===== config.mk =====
export PLATFORM = sky130hd
export DESIGN_NAME = bmc_pick
export DESIGN_NICKNAME = d
export VERILOG_FILES = /design/src/hdl/bmc_pkg.sv /design/src/hdl/bmc_pick.sv
export SDC_FILE = /design/constraint.sdc
export NUM_CORES = 1
export LEC_CHECK = 0
export ABC_CLOCK_PERIOD_IN_PS = 5600
export BUFFER_PORTS_ARGS = -buffer_cell sky130_fd_sc_hd__buf_2
export CAP_MARGIN = 40
export CELL_PAD_IN_SITES_DETAIL_PLACEMENT = 1
export CELL_PAD_IN_SITES_GLOBAL_PLACEMENT = 2
export CORE_MARGIN = 3
export CORE_UTILIZATION = 34
export DETAILED_ROUTE_END_ITERATION = 6
export GPL_TIMING_DRIVEN = 0
export PLACE_DENSITY = 0.95
export SETUP_SLACK_MARGIN = 0.05
export SYNTH_ARGS = -nofsm -noshare
export SYNTH_HDL_FRONTEND = slang
export SYNTH_SLANG_ARGS = --single-unit

===== constraint.sdc =====
create_clock -name vclk -period 5.6
set_input_delay 0.56 -clock vclk [all_inputs]
set_output_delay 0.56 -clock vclk [all_outputs]
set_load 0.05 [all_outputs]

===== src/hdl/bmc_pkg.sv =====
// Shared constants, types and helpers of the maze carver.
package bmc_pkg;

  localparam int unsigned MaxSide  = 64;
  localparam int unsigned CoordW   = $clog2(MaxSide);
  localparam int unsigned CellIdW  = 2 * CoordW;
  localparam int unsigned Cells    = MaxSide * MaxSide;
  localparam int unsigned DistW    = 12;
  localparam int unsigned CountW   = CellIdW + 1;
  localparam int unsigned DimW     = 7;
  localparam int unsigned RandW    = 8;
  localparam int unsigned KindW    = 3;
  localparam int unsigned SideW    = 2;
  localparam logic [DistW-1:0] DistMax = {DistW{1'b1}};

  typedef enum logic [KindW-1:0] {
    KIND_START     = 3'd0,
    KIND_CARVED    = 3'd1,
    KIND_BACKTRACK = 3'd2,
    KIND_FINISHED  = 3'd3,
    KIND_IDLE      = 3'd4
  } kind_e;

  typedef enum logic [SideW-1:0] {
    SIDE_BOTTOM = 2'd0,
    SIDE_LEFT   = 2'd1,
    SIDE_NONE   = 2'd2
  } side_e;

  typedef enum logic [1:0] {
    DIR_UP    = 2'd0,
    DIR_LEFT  = 2'd1,
    DIR_DOWN  = 2'd2,
    DIR_RIGHT = 2'd3
  } dir_e;

  localparam logic OP_ADVANCE = 1'b0;
  localparam logic OP_START   = 1'b1;
  localparam logic REG_WIDTH  = 1'b0;
  localparam logic REG_HEIGHT = 1'b1;

  // Neighbour choice handed from the pick unit to the sequencer.
  typedef struct packed {
    logic any;
    dir_e dir;
  } pick_t;

  // Clamp a programmed dimension to the legal range.
  function automatic logic [DimW-1:0] eff_side(input logic [DimW-1:0] v);
    logic [DimW-1:0] res;
    if (v < DimW'(2)) res = DimW'(2);
    else if (v > DimW'(MaxSide)) res = DimW'(MaxSide);
    else res = v;
    return res;
  endfunction

endpackage


===== src/hdl/bmc_pick.sv =====
// Picks one unvisited neighbour from the candidate mask and the random draw.
module bmc_pick (
  input  logic [3:0]                  cand_i,
  input  logic [bmc_pkg::RandW-1:0]   rand_i,
  output bmc_pkg::pick_t              pick_o
);

  logic [2:0] n;
  logic [3:0] fold1;
  logic [2:0] fold2;
  logic [1:0] mod3;
  logic [1:0] idx;
  logic [2:0] seen;
  logic [1:0] dir;

  always_comb begin
    // 4 is 1 mod 3, so fold base-4 digits twice
    fold1 = 4'(rand_i[1:0]) + 4'(rand_i[3:2]) + 4'(rand_i[5:4]) + 4'(rand_i[7:6]);
    fold2 = 3'(fold1[1:0]) + 3'(fold1[3:2]);
    if (fold2 >= 3'd6) mod3 = 2'(fold2 - 3'd6);
    else if (fold2 >= 3'd3) mod3 = 2'(fold2 - 3'd3);
    else mod3 = fold2[1:0];

    n = 3'($countones(cand_i));
    case (n)
      3'd2:    idx = {1'b0, rand_i[0]};
      3'd3:    idx = mod3;
      3'd4:    idx = rand_i[1:0];
      default: idx = 2'd0;
    endcase

    seen = 3'd0;
    dir  = 2'd0;
    for (int b = 0; b < 4; b++) begin
      if (cand_i[b]) begin
        if (seen == {1'b0, idx}) dir = 2'(b);
        seen = seen + 3'd1;
      end
    end

    pick_o.any = (n != 3'd0);
    pick_o.dir = bmc_pkg::dir_e'(dir);
  end

endmodule


* Word-level counts from Yosys, hierarchy flattened
Index checks and enable logic that the tools add are counted.
** Storage, ports and cells
- Logic and storage cells :: 32
- Flip-flop bits (word level) :: 0
- Output and inout bits :: 3
- Input bits :: 12
** Cells by class
- Add/subtract/negate cells :: 11
- Equality and inequality tests :: 6
- Reduce and logical (&&, ||, !) cells :: 1
- Multiplexer cells :: 12
- Magnitude comparators :: 2
** Operators by type and width (number)
- two-way mux 2 bit :: 6
- adder 2 x 2 -> 3 bit :: 3
- equality test 3 x 2 -> 1 bit :: 3
- adder 3 x 1 -> 3 bit, second input constant :: 2
- equality test 3 x 2 -> 1 bit, second input constant :: 2
- two-way mux 3 bit :: 2
- case mux 2 bit (3 select lines) :: 1
- adder 1 x 1 -> 2 bit :: 2
- adder 3 x 2 -> 4 bit :: 1
- adder 4 x 2 -> 4 bit :: 1
- subtractor 2 bit, second input constant :: 2
- equality test 3 bit, second input constant :: 1
- greater-or-equal comparator 3 x 2 -> 1 bit, second input constant :: 1
- greater-or-equal comparator 3 bit, second input constant :: 1
- two-way mux 1 bit :: 3
- nonzero test 3 bit :: 1

* Depth between registers and ports, before layout
Gate-level depths: netlist of run 1.
- Word-level depth :: 15
- Mapped depth :: 16
- Depth with buffers taken out :: 16

* Least setup slack after synthesis of run 1
OpenSTA, ideal clock, no wires.
- Kind :: in2out
- From :: input port rand_i[1] (netlist bit)
- To :: output port pick_o[0] (netlist bit)
- Stages :: 16
- Path slack :: -0.194 ns
- Data arrival time :: 5.234 ns
- Data required time :: 5.040 ns
- Buffers on the path :: 0
- Cells stage by stage :: inv_1 -> fa_1 -> fa_1 -> inv_1 -> ha_1 -> inv_1 -> fa_1 -> inv_1 -> ha_1 -> fa_1 -> ha_1 -> o211a_1 -> o41ai_2 -> a21oi_1 -> o21a_1 -> o41ai_2
** RTL lines
- start: declaration :: line bmc_pick.sv:4 : input logic [bmc_pkg::RandW-1:0] rand_i,
- end: declaration :: line bmc_pick.sv:5 : output bmc_pkg::pick_t pick_o

==> results_dict.tcl, run 1 <==
set metrics [dict create \
    tightest_slew_ns 0.445 \
    clockBufferCount 0 \
    core_area_um2 1840 \
    worstPathArrival_ns 4.90 \
    hold_path_depth 4 \
    start_util 0.380 \
    drt-vias-per-instance 5.59 \
    fin_area_um2 960 \
    seq_area_um2 0 \
    route.detailed.drc 0 \
    grt.overflow.total 0 \
    start_kind "primary input" \
    dp_hpwl_mm 1.65 \
    syn-num-nets 113 \
    slew_headroom 0.702 \
    portBuffers 15 \
    insertedDiodeCount 0 \
    die_area_um2 2640 \
    irDropWorstVdd_mv 0.230 \
    grt_setup_unrepaired "true" \
    seq_area_frac_synth 0 \
    placed_cell_area_um2 817 \
    die_w_um 51.4 \
    setup_viol 0 \
    rows 15 \
    end_kind "primary output" \
    finalWirelength_mm 2.09 \
    finalHoldViolCount 0 \
    drive_above_1_share 0.371 \
    syn_inst 86 \
    antenna_found_initial 0 \
    die_y_um 51.4 \
    path_class "primary input to primary output" \
    fin_crit_sh 0.975 \
    postCtsHoldBufs 0 \
    dp.cells 126 \
    grt_max_degree 10 \
    fin_cells 130 \
    critical_path.max_fanout 5 \
    whs_ns 1.61 \
    outcome "completed" \
    fmaxAchievable_mhz 183 \
    yosysUniqueCellTypes 38 \
    ys_warn_count 0 \
    worst_slack_ns 0.142 \
    nFillCells 242 \
    area_growth_pct 37.2 \
    nets 134 \
    post-route-util 0.522 \
    p_leak_nw 0.408 \
    drv_slew 0 \
    detail-route-antenna-nets 0 \
    wl_per_cell_um 16.1 \
    hp-start "cand_i[3]" \
    grt_pass1_vias 783 \
    powerDensity_nw_per_um2 424 \
    syn_area_um2 699 \
    groute.usage.overall 0.167 \
    final_common_cell "inv_1" \
    drv_cap 0 \
    hold_class "primary input to primary output" \
    nFlopsAndLatches 0 \
    multi_input_area_um2 743 \
    place_congestion 0.801 \
    mostFrequentLayoutCells "inv_1, buf_2, ha_1" \
    vias 727 \
    layout_min_cycle_time_ns 5.46 \
    grt_pass1_wl_mm 3.46 \
    dp_slack_ns -0.317 \
    first_pass_iters 4 \
    drt_iter0_markers 9 \
    syn_avg_cell_area_um2 8.13 \
    worstHoldEndpoint "pick_o[0]" \
    ios 15 \
    cp.required_ns 5.04 \
]
==> worst max-delay path: stages <==
cell and delay, ns:
buf_2 0.07, inv_1 0.04, fa_1 0.50, fa_1 0.51
inv_1 0.04, ha_1 0.20, inv_2 0.05, fa_1 0.40
inv_1 0.07, ha_2 0.17, fa_2 0.48, ha_4 0.21
o211a_4 0.27, o41ai_4 0.51, a311oi_2 0.21, o41ai_4 0.39
buf_6 0.21
==> how the worst max path moves through the flow <==
stage	startpoint	to	slack [ns]	cells past startpoint
4_1_cts	rand_i[1]	pick_o[0]	0.05	18
2_1_floorplan	rand_i[1]	pick_o[0]	0.1	16
3_3_place_gp	rand_i[1]	pick_o[0]	-0.15	18
6_report	rand_i[5]	pick_o[0]	0.14	17
5_1_grt	rand_i[5]	pick_o[0]	-0.04	18
3_5_place_dp	rand_i[1]	pick_o[0]	-0.32	18
==> area by class of cell <==
class | count | share of cell area
Timing Repair Buffer | 19 | 0.123
Inverter | 16 | 0.0626
Buffer | 2 | 0.00782
Multi-Input combinational cell | 68 | 0.774
Tap cell | 25 | 0.0326
==> cell families (layout without fill, tap and decap cells) <==
kind of cell    after synthesis  in the layout  share of synthesized area
xor+xnor                      2              2                     0.0250
simple gates                 27             27                      0.250
buf+inv                      18             37                     0.0966
compound gates               24             24                      0.295
fa+ha+maj                    15             15                      0.333
==> where the power goes <==
group	switching, W	internal [W]
sequential	0	0
combinational	0.000227	0.000179
clock	0	0
==> Yosys cell counts, types with 2 or more instances <==
cell type   n  area (µm²)
nor3_1      3        15.0
ha_1        9         113
nor3b_1     2        15.0
xnor2_1     2        17.5
o32ai_1     2        17.5
inv_1      16        60.1
nor4b_2     2        30.0
nand3_1     2        10.0
a211oi_1    3        22.5
fa_1        6         120
a21oi_1     4        20.0
o41ai_2     2        32.5
nor2_1      5        18.8
o31ai_1     2        15.0
nand2_1     2        7.51
o211ai_1    2        15.0
==> what timing repair did <==
item / in CTS / in global routing
setup buffers: 2 / 2
cloned: 0 / 0
pin swaps: 3 / 12
gates resized for setup: 12 / 12
endpoints found under the setup margin: 2 / 2
==> stage by stage <==
step,TNS (ns),power [W]
final,0,0.000407
after global routing,-0.0374,0.000440
after CTS,0,0.000359
after detailed placement,-0.363,0.000294
after global placement,-0.155,0.000274
after floorplan,0,0.000232
==> layer usage <==
| metal | part of all wire | global-route usage | wire length [µm] |
|---|---|---|---|
| met4 | 0.0057 | 0.0175 | 12 |
| met1 | 0.43 | 0.210 | 898 |
| met2 | 0.55 | 0.322 | 1140 |
| met5 | 0 | 0 | 0 |
| met3 | 0.018 | 0.00583 | 37 |
(Power assumes the default switching activity.)
==> run 2: changes to the inputs <==
- ABC_CLOCK_PERIOD_IN_PS: 5600 -> 5900
- clock period: 5.6 -> 5.9 ns (I/O delays scaled with it)
==> run 2 against run 1 <==
Compared with the run above: utilization shrank 3.3 points; global-route usage shrank 0.85 points; combinational power shrank 14%; critical endpoint unchanged; critical path depth grew 1; non-clock buffer count shrank 2; via count grew 0.41%; count of clock-buffer cells in the layout is the same; die area is the same; cell count shrank 1.5%; flip-flop and latch count is the same.
==> results_dict.tcl, run 2 (synthesized netlist as in run 1, its figures left out) <==
set metrics [dict create \
    outcome "completed" \
    worst_slack_ns 0.230 \
    critical_path.max_fanout 6 \
    die_w_um 51.4 \
    start_util 0.380 \
    antenna_found_initial 0 \
    fmaxAchievable_mhz 176 \
    seq_power_share 0 \
    place_congestion 0.801 \
    fin_setup_tns_ns 0 \
    seq_area_um2 0 \
    tightest_slew_ns 0.412 \
    vias 730 \
    hold_class "primary input to primary output" \
    worstPathArrival_ns 5.08 \
    drv_cap 0 \
    rows 15 \
    dp_hpwl_mm 1.65 \
    internal_power_w 0.000149 \
    grt_max_degree 10 \
    nFlopsAndLatches 0 \
    start_kind "primary input" \
    p_sw_w 0.000200 \
    route.detailed.drc 0 \
    grt_pass1_vias 746 \
    drt-vias-per-instance 5.70 \
    drive_above_1_share 0.291 \
    drt_iter0_markers 6 \
    grt_setup_unrepaired "false" \
    nets 132 \
    die_y_um 51.4 \
    first_pass_iters 4 \
    setup_viol 0 \
    groute.usage.overall 0.158 \
    post-route-util 0.488 \
    insertedDiodeCount 0 \
    postCtsHoldBufs 0 \
    finalHoldViolCount 0 \
    grt.overflow.total 0 \
    clockBufferCount 0 \
    slew_headroom 0.724 \
    finalWirelength_mm 2.01 \
    portBuffers 15 \
    dp_slack_ns -0.0775 \
    swShare 0.573 \
    mostFrequentLayoutCells "inv_1, buf_2, ha_1" \
    powerDensity_nw_per_um2 388 \
    detail-route-antenna-nets 0 \
    ios 15 \
    end_kind "primary output" \
    die_area_um2 2640 \
    layout_min_cycle_time_ns 5.67 \
    wl_per_cell_um 15.7 \
    area_growth_pct 28.4 \
    grt_pass1_wl_mm 3.34 \
    path_class "primary input to primary output" \
    cp.required_ns 5.31 \
    power.share.clock 0 \
    final_common_cell "inv_1" \
    irDropWorstVdd_mv 0.186 \
    drv_slew 0 \
    p_leak_nw 0.401 \
    core_area_um2 1840 \
    fin_crit_sh 0.961 \
    p_comb_frac 1.000 \
]
[run 2: layout make-up]
| cell class | count | area (µm²) |
|---|---|---|
| buffer | 2 | 7.51 |
| tap | 25 | 31.3 |
| inverter | 16 | 60.1 |
| multi-input combinational | 68 | 703 |
| fill | 247 | 941 |
| timing repair buffer | 17 | 96.3 |
[run 2: final timing paths]
path                   from         to  slack [ns]  depth (start not counted)
hold / removal    cand_i[3]  pick_o[0]        1.67                          4
setup / recovery  rand_i[1]  pick_o[0]        0.23                         18
[run 2: through the flow]
stage          instance area [µm²]  std cells  hold slack, ns  power, W
3_3_place_gp                   817        126            1.69  0.000260
6_report                       898        128            1.67  0.000349
3_5_place_dp                   817        126            1.72  0.000279
2_1_floorplan                  711         86            1.43  0.000221
4_1_cts                        845        126            1.70  0.000296
5_1_grt                        898        128            1.68  0.000380
[run 2: layer usage]
metal  GRT usage  share of wire  routed length (µm)
met5           0              0                   0
met1       0.212           0.44                 877
met4      0.0175          0.012                  25
met3     0.00583          0.013                  27
met2       0.290           0.54                1080
[run 2: critical path, stage by stage]
cell and delay [ns]:
buf_2 0.10, inv_1 0.06, fa_1 0.57, fa_1 0.42, inv_1 0.07, ha_1 0.14, inv_1 0.05, fa_1 0.48
inv_1 0.04, ha_1 0.20, fa_2 0.53, ha_2 0.24, o211a_1 0.28, o41a_1 0.47, a2111oi_2 0.35, o211ai_1 0.19
o41ai_4 0.10, buf_6 0.21
[run 2: power by group through the flow]
stage	Combinational, W	Sequential, W	Clock, W
2_1_floorplan	0.000221	0	0
3_3_place_gp	0.000260	0	0
3_5_place_dp	0.000279	0	0
4_1_cts	0.000296	0	0
5_1_grt	0.000380	0	0
6_report	0.000349	0	0
[run 2: repair_timing]
action / 4_1_cts / 5_1_grt
setup endpoints to repair: 1 / 1
gates resized for setup: 5 / 8
buffers inserted: 0 / 2
pin swaps: 0 / 3
